[src/hdl/hlrm_pkg.sv]
package hlrm_pkg;

    localparam int MAX_EXPOSURES = 4;
    localparam int PIXEL_LEVELS  = 256;
    localparam int CHANNELS      = 3;
    localparam int PIXEL_FIELDS  = 4;

    localparam int LANES     = (PIXEL_FIELDS < MAX_EXPOSURES) ? PIXEL_FIELDS : MAX_EXPOSURES;
    localparam int BANKS     = (LANES + 1) / 2;
    localparam int TBL_DEPTH = CHANNELS * PIXEL_LEVELS;
    localparam int TBL_AW    = $clog2(TBL_DEPTH);

    localparam int VAL_W  = 16;
    localparam int TERM_W = VAL_W + 1;
    localparam int SUM_W  = TERM_W + $clog2(LANES);
    localparam int MAG_W  = SUM_W - 1;
    localparam int CNT_W  = $clog2(LANES + 1);

    localparam int APB_AW = 5;
    localparam int APB_DW = 32;

    localparam logic [2:0] NUM_EXP_RST  = 3'd4;
    localparam logic [7:0] LOW_CUT_RST  = 8'd10;
    localparam logic [7:0] HIGH_CUT_RST = 8'd245;

    typedef enum logic {
        OP_LOAD  = 1'b0,
        OP_MERGE = 1'b1
    } t_op;

    typedef enum logic [2:0] {
        REG_NUM_EXP  = 3'd0,
        REG_LOW_CUT  = 3'd1,
        REG_HIGH_CUT = 3'd2,
        REG_LOG_EXP0 = 3'd3,
        REG_LOG_EXP1 = 3'd4,
        REG_LOG_EXP2 = 3'd5,
        REG_LOG_EXP3 = 3'd6
    } t_reg;

    typedef struct packed {
        logic [2:0]                         num_exp;
        logic [7:0]                         low_cut;
        logic [7:0]                         high_cut;
        logic [PIXEL_FIELDS-1:0][VAL_W-1:0] log_exp;
    } t_cfg;

endpackage

[src/hdl/hlrm_div.sv]
module hlrm_div import hlrm_pkg::*; (
    input  logic [MAG_W-1:0]         i_mag,
    input  logic                     i_neg,
    input  logic [CNT_W-1:0]         i_cnt,
    output logic signed [TERM_W-1:0] o_quot
);

    localparam int RCP_K  = MAG_W + $clog2(LANES);
    localparam int RCP_W  = RCP_K + 1;
    localparam int PROD_W = MAG_W + RCP_W;

    logic [RCP_W-1:0]  w_rcp [LANES+1];
    logic [PROD_W-1:0] w_prod;
    logic [MAG_W-1:0]  w_q;

    assign w_rcp[0] = '0;

    for (genvar d = 1; d <= LANES; d++) begin : g_rcp
        localparam logic [RCP_W-1:0] RD = RCP_W'(((64'd1 << RCP_K) + 64'(d) - 64'd1) / 64'(d));
        assign w_rcp[d] = RD;
    end

    assign w_prod = PROD_W'(i_mag) * PROD_W'(w_rcp[i_cnt]);
    assign w_q    = w_prod[RCP_K +: MAG_W];
    assign o_quot = i_neg ? -$signed(TERM_W'(w_q)) : $signed(TERM_W'(w_q));

endmodule

[config.mk]
export PLATFORM = sky130hd
export DESIGN_NAME = hlrm_div
export DESIGN_NICKNAME = d
export VERILOG_FILES = /design/src/hdl/hlrm_pkg.sv /design/src/hdl/hlrm_div.sv
export SDC_FILE = /design/constraint.sdc
export NUM_CORES = 1
export LEC_CHECK = 0
export ABC_CLOCK_PERIOD_IN_PS = 8600
export BUFFER_PORTS_ARGS = -buffer_cell sky130_fd_sc_hd__buf_2
export CAP_MARGIN = 20
export CORE_UTILIZATION = 45
export DETAILED_ROUTE_END_ITERATION = 16
export GPL_TIMING_DRIVEN = 0
export PLACE_DENSITY = 0.69
export SLEW_MARGIN = 30
export SYNTH_ARGS = -nofsm -noshare
export SYNTH_HDL_FRONTEND = slang
export SYNTH_SLANG_ARGS = --single-unit
[constraint.sdc]
create_clock -name vclk -period 8.6
set_input_delay 0.43 -clock vclk [all_inputs]
set_output_delay 0.43 -clock vclk [all_outputs]
set_load 0.01 [all_outputs]
==> impl_metrics.csv <==
group,metric,value,unit
final_layout,antenna_cells,0,
critical_path,max_stage_delay,550,ps
placed_design,hpwlAfterDp,14840,um
critical_path,crit_path_start,"i_cnt[2]",
placed_design,pre_cts_slack,-102.0,ps
synth,synthCells,837,
critical_path,cp_data_arrival_time,7710,ps
final_layout,drive_above_1_share,7.446,%
global_route,grt_pass1_vias,5536,
flow_run,maxCapViolations,0,
synth,postSynthAreaPerCell,8.666,um2
floorplan,io_pins,39,
final_layout,num-fill-cells,1516,
routing,totalWireLength,16170,um
clocking,postCtsHoldBufs,0,
placed_design,gp_congestion,0.8789,
floorplan,die_x,129.0,um
final_layout,design_area,0.007741,mm2
run_status,outcome,"finished, final reports clean",
critical_path,start_kind,"input pin",
routing,via_per_inst,5.016,
final_layout,seq_cells,0,
timing,rsz0062_at_grt,"no",
min_path,min-delay-start,"i_neg",
power_and_ir_drop,p_int,0.0003250,W
power_and_ir_drop,pwr-share-seq,0,%
power_and_ir_drop,p_comb_share,100.0,%
final_layout,n_clock_buffer,0,
power_and_ir_drop,swShare,60.84,%
min_path,min_path_cells,4,
power_and_ir_drop,power_leakage,4.274,nW
timing,holdWs,1276,ps
placed_design,portBuffers,36,
synth,synth_area,0.007253,mm2
routing,drc,0,
routing,drt_first_pass_iters,5,
floorplan,core-area,0.01583,mm2
final_layout,seqCellArea,0,um2
placed_design,place_area,0.007709,mm2
critical_path,crit_fanout,10,
global_route,grt-ovfl-total,0,
critical_path,crit_slowest_cell,"fa_1",
min_path,min_to,"o_quot[10]",
critical_path,critPathRequiredTime,8170,ps
power_and_ir_drop,ir_worst_vdd,0.1881,mV
global_route,grt.total_usage,21.06,%
timing,tightest_slew,577.9,ps
synth,ys_seq_area_share,0,%
synth,syn_nets,1120,
timing,slew_headroom,60.48,%
timing,fin_crit_sh,94.64,%
timing,finalHoldViolCount,0,
timing,setup_ws,460.6,ps
routing,vias,5462,
global_route,grt_first_pass_wirelength,27680,um
final_layout,finish.utilization,48.91,%
power_and_ir_drop,clkPwrFrac,0,%
timing,finalSetupViolations,0,
timing,fin_setup_tns,0,ps
final_layout,fin_nets,1158,
synth,yosysUniqueCellTypes,61,
synth,ys_warn_count,0,
timing,maxClockFrequency,122.9,MHz
floorplan,rows,46,
min_path,hold_class,"in2out",
timing,final_max_slew_viol_count,0,
routing,initialDrtViolationCount,303,
power_and_ir_drop,pwr_density_cell,107.2,mW/mm2
global_route,grt_start_max_net_pins,11,
routing,wl_per_cell,14.85,um
critical_path,crit_type,"in2out",
timing,min_period,8139,ps
global_route,antenna_found_initial,0,
routing,ant_nets,0,
floorplan,die-area,0.01663,mm2
critical_path,end_kind,"output pin",
final_layout,multi_input_area,0.006369,mm2
power_and_ir_drop,switchingPower,0.0005051,W
floorplan,die_y,129.0,um
final_layout,syn_to_final_growth,6.728,%
floorplan,initial_utilization,45.83,%
critical_path,cpMostUsedCell,"fa_1",
## power by group through the flow
stage / logic [W] / registers, W / clock network (W)
finish: 0.000830 / 0 / 0
global route: 0.000940 / 0 / 0
CTS: 0.000831 / 0 / 0
detailed placement: 0.000819 / 0 / 0
global placement: 0.000815 / 0 / 0
floorplan: 0.000608 / 0 / 0
## Yosys cell counts (2+ instances only)
cell type | n | area share (%)
a211o_1 | 2 | 0.24
a211oi_2 | 3 | 0.52
a21o_1 | 9 | 0.93
a21oi_1 | 26 | 1.8
a22oi_1 | 3 | 0.31
a41oi_1 | 2 | 0.24
and2_1 | 37 | 3.2
and3_1 | 7 | 0.60
and4_1 | 2 | 0.24
buf_2 | 4 | 0.28
clkbuf_1 | 10 | 0.52
fa_1 | 126 | 35
ha_1 | 135 | 23
inv_1 | 225 | 12
mux2i_1 | 6 | 0.83
nand2_1 | 60 | 3.1
nand2b_1 | 5 | 0.43
nand3_1 | 7 | 0.48
nand3b_1 | 3 | 0.31
nand4_1 | 8 | 0.69
nand4b_1 | 2 | 0.24
nor2_1 | 28 | 1.4
nor2b_1 | 15 | 1.3
nor3_1 | 3 | 0.21
nor3b_1 | 3 | 0.31
o2111ai_1 | 2 | 0.24
o211ai_1 | 3 | 0.31
o21a_1 | 4 | 0.41
o21ai_0 | 20 | 1.4
o21ai_1 | 3 | 0.21
o21bai_1 | 4 | 0.41
o221ai_1 | 2 | 0.24
o31ai_1 | 4 | 0.41
o41ai_1 | 2 | 0.24
or3_1 | 3 | 0.26
xnor2_1 | 21 | 2.5
xor2_1 | 14 | 1.7
## worst max-delay path, delay by kind of cell
kind                     cells  cell delay, ps
adder cells (fa/ha/maj)      7            3400
AO/OA/AOI/OAI                2             660
buffers and inverters        7             980
XOR/XNOR                     2             440
AND/OR/NAND/NOR              7            1780
## worst max-delay path by stage
stage,end,slack [ps],cells past startpoint
detailed placement,o_quot[16],-100,25
finish,o_quot[16],460,25
global placement,o_quot[16],-290,25
global route,o_quot[16],30,25
floorplan,o_quot[14],1410,23
CTS,o_quot[16],2,25
## routing by layer
layer / global-route usage (%) / vias to the layer above / routed length (um)
met5: 0 / - / 0
met4: 2.630 / 0 / 231
met3: 1.372 / 14 / 680
met2: 35.45 / 111 / 7782
met1: 30.52 / 2623 / 7477
li1: - / 2714 / -
## placed cells by master, fill, tap and decap left out, types with 9 or more instances in the layout
master / n
inv_1: 225
ha_1: 135
fa_1: 126
nand2_1: 60
buf_2: 40
and2_1: 37
nor2_1: 27
a21oi_1: 26
xnor2_1: 21
o21ai_0: 20
nor2b_1: 15
xor2_1: 13
a21o_1: 9
## repair_timing
action	CTS	global route
gates resized for setup	1	12
buffers inserted	0	0
endpoints found under the setup margin	2	8
## kinds of logic (layout without fill, tap and decap cells)
kind of cell               after synthesis  after routing  share of synthesized area [%]
adders and majority gates              261            261                          58.06
xor gates and xnor gates                35             35                          4.226
muxes                                    6              6                         0.8280
and+or+nand+nor                        192            192                          14.13
AOI/OAI and AO/OA                      102            102                          10.11
buffers and inverters                  241            277                          12.64
## through the flow
stage / total power, W / instances
after floorplan: 0.0006084 / 837
after CTS: 0.0008311 / 1089
after detailed placement: 0.0008194 / 1089
after global routing: 0.0009400 / 1089
final: 0.0008301 / 1089
after global placement: 0.0008146 / 1089
## final cells by class
class / count / share of cell area, %
multi-input combinational: 596 / 82.27
tap: 216 / 3.491
timing repair buffer: 36 / 2.327
buffer: 16 / 1.002
inverter: 225 / 10.91
No activity file was read; power rests on OpenSTA's default activity.
