**src/hdl/hlrm_pkg.sv**
```systemverilog
package hlrm_pkg;

    localparam int MAX_EXPOSURES = 4;
    localparam int PIXEL_LEVELS  = 256;
    localparam int CHANNELS      = 3;
    localparam int PIXEL_FIELDS  = 4;

    localparam int LANES     = (PIXEL_FIELDS < MAX_EXPOSURES) ? PIXEL_FIELDS : MAX_EXPOSURES;
    localparam int BANKS     = (LANES + 1) / 2;
    localparam int TBL_DEPTH = CHANNELS * PIXEL_LEVELS;
    localparam int TBL_AW    = $clog2(TBL_DEPTH);

    localparam int VAL_W  = 16;
    localparam int TERM_W = VAL_W + 1;
    localparam int SUM_W  = TERM_W + $clog2(LANES);
    localparam int MAG_W  = SUM_W - 1;
    localparam int CNT_W  = $clog2(LANES + 1);

    localparam int APB_AW = 5;
    localparam int APB_DW = 32;

    localparam logic [2:0] NUM_EXP_RST  = 3'd4;
    localparam logic [7:0] LOW_CUT_RST  = 8'd10;
    localparam logic [7:0] HIGH_CUT_RST = 8'd245;

    typedef enum logic {
        OP_LOAD  = 1'b0,
        OP_MERGE = 1'b1
    } t_op;

    typedef enum logic [2:0] {
        REG_NUM_EXP  = 3'd0,
        REG_LOW_CUT  = 3'd1,
        REG_HIGH_CUT = 3'd2,
        REG_LOG_EXP0 = 3'd3,
        REG_LOG_EXP1 = 3'd4,
        REG_LOG_EXP2 = 3'd5,
        REG_LOG_EXP3 = 3'd6
    } t_reg;

    typedef struct packed {
        logic [2:0]                         num_exp;
        logic [7:0]                         low_cut;
        logic [7:0]                         high_cut;
        logic [PIXEL_FIELDS-1:0][VAL_W-1:0] log_exp;
    } t_cfg;

endpackage

```
**src/hdl/hlrm_cfg.sv**
```systemverilog
module hlrm_cfg import hlrm_pkg::*; (
    input  logic              i_clk,
    input  logic              i_rst_n,
    input  logic              psel,
    input  logic              penable,
    input  logic              pwrite,
    input  logic [APB_AW-1:0] paddr,
    input  logic [APB_DW-1:0] pwdata,
    output logic [APB_DW-1:0] prdata,
    output logic              pready,
    output t_cfg              o_cfg
);

    t_cfg r_cfg;
    logic w_wr;
    t_reg w_reg;

    assign pready = 1'b1;
    assign w_wr   = psel && penable && pwrite && pready;
    assign w_reg  = t_reg'(paddr[APB_AW-1:2]);
    assign o_cfg  = r_cfg;

    always_ff @(posedge i_clk) begin
        if (!i_rst_n) begin
            r_cfg.num_exp  <= NUM_EXP_RST;
            r_cfg.low_cut  <= LOW_CUT_RST;
            r_cfg.high_cut <= HIGH_CUT_RST;
            r_cfg.log_exp  <= '0;
        end else if (w_wr) begin
            case (w_reg)
                REG_NUM_EXP:  r_cfg.num_exp    <= pwdata[2:0];
                REG_LOW_CUT:  r_cfg.low_cut    <= pwdata[7:0];
                REG_HIGH_CUT: r_cfg.high_cut   <= pwdata[7:0];
                REG_LOG_EXP0: r_cfg.log_exp[0] <= pwdata[VAL_W-1:0];
                REG_LOG_EXP1: r_cfg.log_exp[1] <= pwdata[VAL_W-1:0];
                REG_LOG_EXP2: r_cfg.log_exp[2] <= pwdata[VAL_W-1:0];
                REG_LOG_EXP3: r_cfg.log_exp[3] <= pwdata[VAL_W-1:0];
                default: ;
            endcase
        end
    end

    always_comb begin
        case (w_reg)
            REG_NUM_EXP:  prdata = APB_DW'(r_cfg.num_exp);
            REG_LOW_CUT:  prdata = APB_DW'(r_cfg.low_cut);
            REG_HIGH_CUT: prdata = APB_DW'(r_cfg.high_cut);
            REG_LOG_EXP0: prdata = APB_DW'(r_cfg.log_exp[0]);
            REG_LOG_EXP1: prdata = APB_DW'(r_cfg.log_exp[1]);
            REG_LOG_EXP2: prdata = APB_DW'(r_cfg.log_exp[2]);
            REG_LOG_EXP3: prdata = APB_DW'(r_cfg.log_exp[3]);
            default:      prdata = '0;
        endcase
    end

endmodule

```
**config.mk**
```make
export PLATFORM = sky130hd
export DESIGN_NAME = hlrm_cfg
export DESIGN_NICKNAME = d
export VERILOG_FILES = /design/src/hdl/hlrm_pkg.sv /design/src/hdl/hlrm_cfg.sv
export SDC_FILE = /design/constraint.sdc
export NUM_CORES = 1
export LEC_CHECK = 0
export ABC_AREA = 1
export BUFFER_PORTS_ARGS = -buffer_cell sky130_fd_sc_hd__buf_2
export CAP_MARGIN = 20
export CORE_ASPECT_RATIO = 1.1
export CORE_MARGIN = 4
export CORE_UTILIZATION = 49
export CTS_CLUSTER_DIAMETER = 40
export DETAILED_ROUTE_END_ITERATION = 6
export GPL_ROUTABILITY_DRIVEN = 1
export GPL_TIMING_DRIVEN = 0
export PLACE_DENSITY_LB_ADDON = 0.25
export SLEW_MARGIN = 25
export SYNTH_ARGS = -nofsm -noshare
export SYNTH_HDL_FRONTEND = slang
export SYNTH_SLANG_ARGS = --single-unit
```
**constraint.sdc**
```tcl
create_clock -name i_clk -period 1.7 [get_ports i_clk]
set_clock_uncertainty 0.2 [all_clocks]
set_input_delay 0.17 -clock i_clk [delete_from_list [all_inputs] [get_ports i_clk]]
set_output_delay 0.17 -clock i_clk [all_outputs]
set_load 0.01 [all_outputs]
```
==> flow_summary.toml <==
[synth]
syn-instance-count = 655
synth_edf_count = 0
seq_area_frac_synth = 0.395
synth_area_leaders = "dfxtp_1 40%, nand2_1 19%, nor2_1 15%"
ys_ff_latch = 83
synth.largest_area_cell = "dfxtp_1"
yosysTopAreaCellShare = 0.395
synth_ff_type = "dfxtp_1"
syn_area_mm2 = 0.00421
synth_cell_type_count = 17
ys_async_sr_fraction = 0
syn_area_per_cell_um2 = 6.42
ys.warnings.count = 0

[layout]
layout.nets = 861
fillerInstances = 794
largest_reg_flops = 83
final_cells = 935
multiInputGateArea_mm2 = 0.00216
antenna_cells = 0
layout.area.seq_mm2 = 0.00166
drive_gt1_frac = 0.258
final_common_cell = "nand2_1"
area_delta_synth_final_pct = 29.2
final_cell_mix = "212 x nand2_1, 159 x nor2_1, 131 x buf_2"

[pwr]
ir_drop_mv = 0.367
power.density_mw_per_mm2 = 734
p_leak_nw = 2.79
power_w = 0.00399

[floorplan]
fp.dieH_um = 105
chipWidth_um = 96.3
io_pins = 158
rows = 35
initial_core_util = 0.503
core_area_mm2 = 0.00836
die_area_mm2 = 0.0101

[sta]
report.final.slew_viol_count = 0
hold_viol_final = 0
fin_crit_ns = 1.66
tightestPinTransition_ns = 0.540
fin_crit_sh = 0.979
max_freq_mhz = 601
max_slew_margin = 0.640
finalSetupViolCount = 0

[clock_network]
cts-buffers-inserted = 9
cts_tree = "yes"
cts.sinks = 83
cts.clk_slew.worst_paths_ns = 0.09
root_buffer = "clkbuf_8"
htree_levels = 3
cts_max_path_buffers = 2
clock_latency_ns = 0.37

[setup_path]
slowest_delay_ns = 0.21
worstPathRequired_ns = 1.33
worst_ep_arrival_time_ns = 1.29
worstSetupEndpointType = "primary output"
crit_chain = "buf_2 -> clkbuf_4 -> buf_4 -> nand4_1 -> nand2_1 -> nor2_2 -> nand2_1 -> buf_2"
path_class = "in2out"
cp-start-kind = "input pin"
slowest_stage = "clkbuf_4"
cp_max_fo = 10

[run_status]
outcome = "completed"

[min_path]
hold_path.class = "in2reg"

[detailed_routing]
via_count = 4771
drt_wl_total_mm = 14.0
drc = 0
vias_per_cell = 5.10
dr_wl_met3_mm = 1.35
antenna_left = 0
dr.first_iter.drc_count = 344
top_layer = "met4"
wl_met2_mm = 6.64
firstDrtPassIters = 5
drt-met1-wl_mm = 5.44
routedWlPerCell_um = 15.0

[grt]
grt_pass1_wl_mm = 21.4
antenna_found_initial = 0
grt_pass1_vias = 4276
grt_start_max_net_pins = 15
grt_use_total = 0.276
overflow = 0

[job]
drv_cap = 0

[place]
post-place-cells = 901
place_congestion = 0.924
post-dp-hpwl_mm = 10.5
port_buffers = 120
-- synthesized netlist by cell type (4+ instances only) --
cell      number
buf_2         20
buf_4         23
buf_6          5
clkbuf_1      10
dfxtp_1       83
inv_1         24
inv_2          4
nand2_1      213
nand3_1       48
nand4_1       43
nor2_1       164
nor2_2         7
nor2_4         4
-- critical path: cells and delay by family --
family / cells / cell delay (ns)
buf+inv: 4 / 0.67
simple gates: 4 / 0.45
-- cell type report --
type                            instances  area share
Timing Repair Buffer                  138       0.142
Buffer                                 58      0.0727
Multi-Input combinational cell        501       0.397
Tap cell                              111      0.0255
Clock inverter                          5      0.0113
Clock buffer                           11      0.0260
Inverter                               28      0.0193
Sequential cell                        83       0.306
-- cells by family (layout without fill, tap and decap cells) --
group / Yosys count / in the layout / share of synthesized area
buffers and inverters: 86 / 240 / 0.112
other: 2 / 17 / 0.00179
flip-flops: 83 / 83 / 0.395
AND/OR/NAND/NOR: 483 / 483 / 0.490
AO/OA/AOI/OAI: 1 / 1 / 0.00119
-- power by group --
part / leakage [nW] / switching, W / internal, W / total, W
sequential: 0.670 / 0.0000218 / 0.00197 / 0.00199
combinational: 2.03 / 0.000325 / 0.000188 / 0.000514
clock: 0.0922 / 0.000763 / 0.000725 / 0.00149
total: 2.79 / 0.00111 / 0.00288 / 0.00399
-- routing by layer --
layer  vias to the layer above  track usage
li1                       2352            -
met1                      2116        0.338
met2                       263        0.451
met3                        40       0.0533
met4                         0        0.142
met5                         -            0
-- per-stage QoR --
| step | cell area, um2 | setup TNS [ns] | util | hold WS, ns | worst slack [ns] |
|---|---|---|---|---|---|
| 2_1_floorplan | 4260 | 0 | - | 0.0961 | 0.289 |
| 3_3_place_gp | 5000 | -0.475 | 0.598 | 0.197 | -0.0892 |
| 3_5_place_dp | 5000 | -0.609 | 0.598 | 0.203 | -0.0987 |
| 4_1_cts | 5350 | 0 | 0.640 | 0.000166 | 0.00181 |
| 5_1_grt | 5440 | -0.0203 | 0.650 | 0.0272 | -0.0146 |
| 6_report | 5440 | 0 | 0.650 | 0.00764 | 0.0359 |
-- final timing paths --
path	start	end	slack, ns	depth (start not counted)
worst max-delay path	paddr[4]	prdata[7]	0.04	8
worst max register to register	o_cfg[69]$_SDFFE_PN1P_	o_cfg[69]$_SDFFE_PN1P_	0.33	3
worst min-delay path	pwdata[10]	o_cfg[10]$_SDFFE_PN0P_	0.008	5
worst min register to register	o_cfg[71]$_SDFFE_PN1P_	o_cfg[71]$_SDFFE_PN1P_	0.29	2
-- what timing repair did --
| item | CTS | global route |
|---|---|---|
| buffers inserted | 0 | 4 |
| hold endpoints to repair | 27 | 0 |
| pin swaps | 0 | 2 |
| hold buffers | 14 | 0 |
| gates resized for setup | 3 | 21 |
| endpoints found under the setup margin | 10 | 12 |
Note: power is estimated with default switching activity, not from simulation.
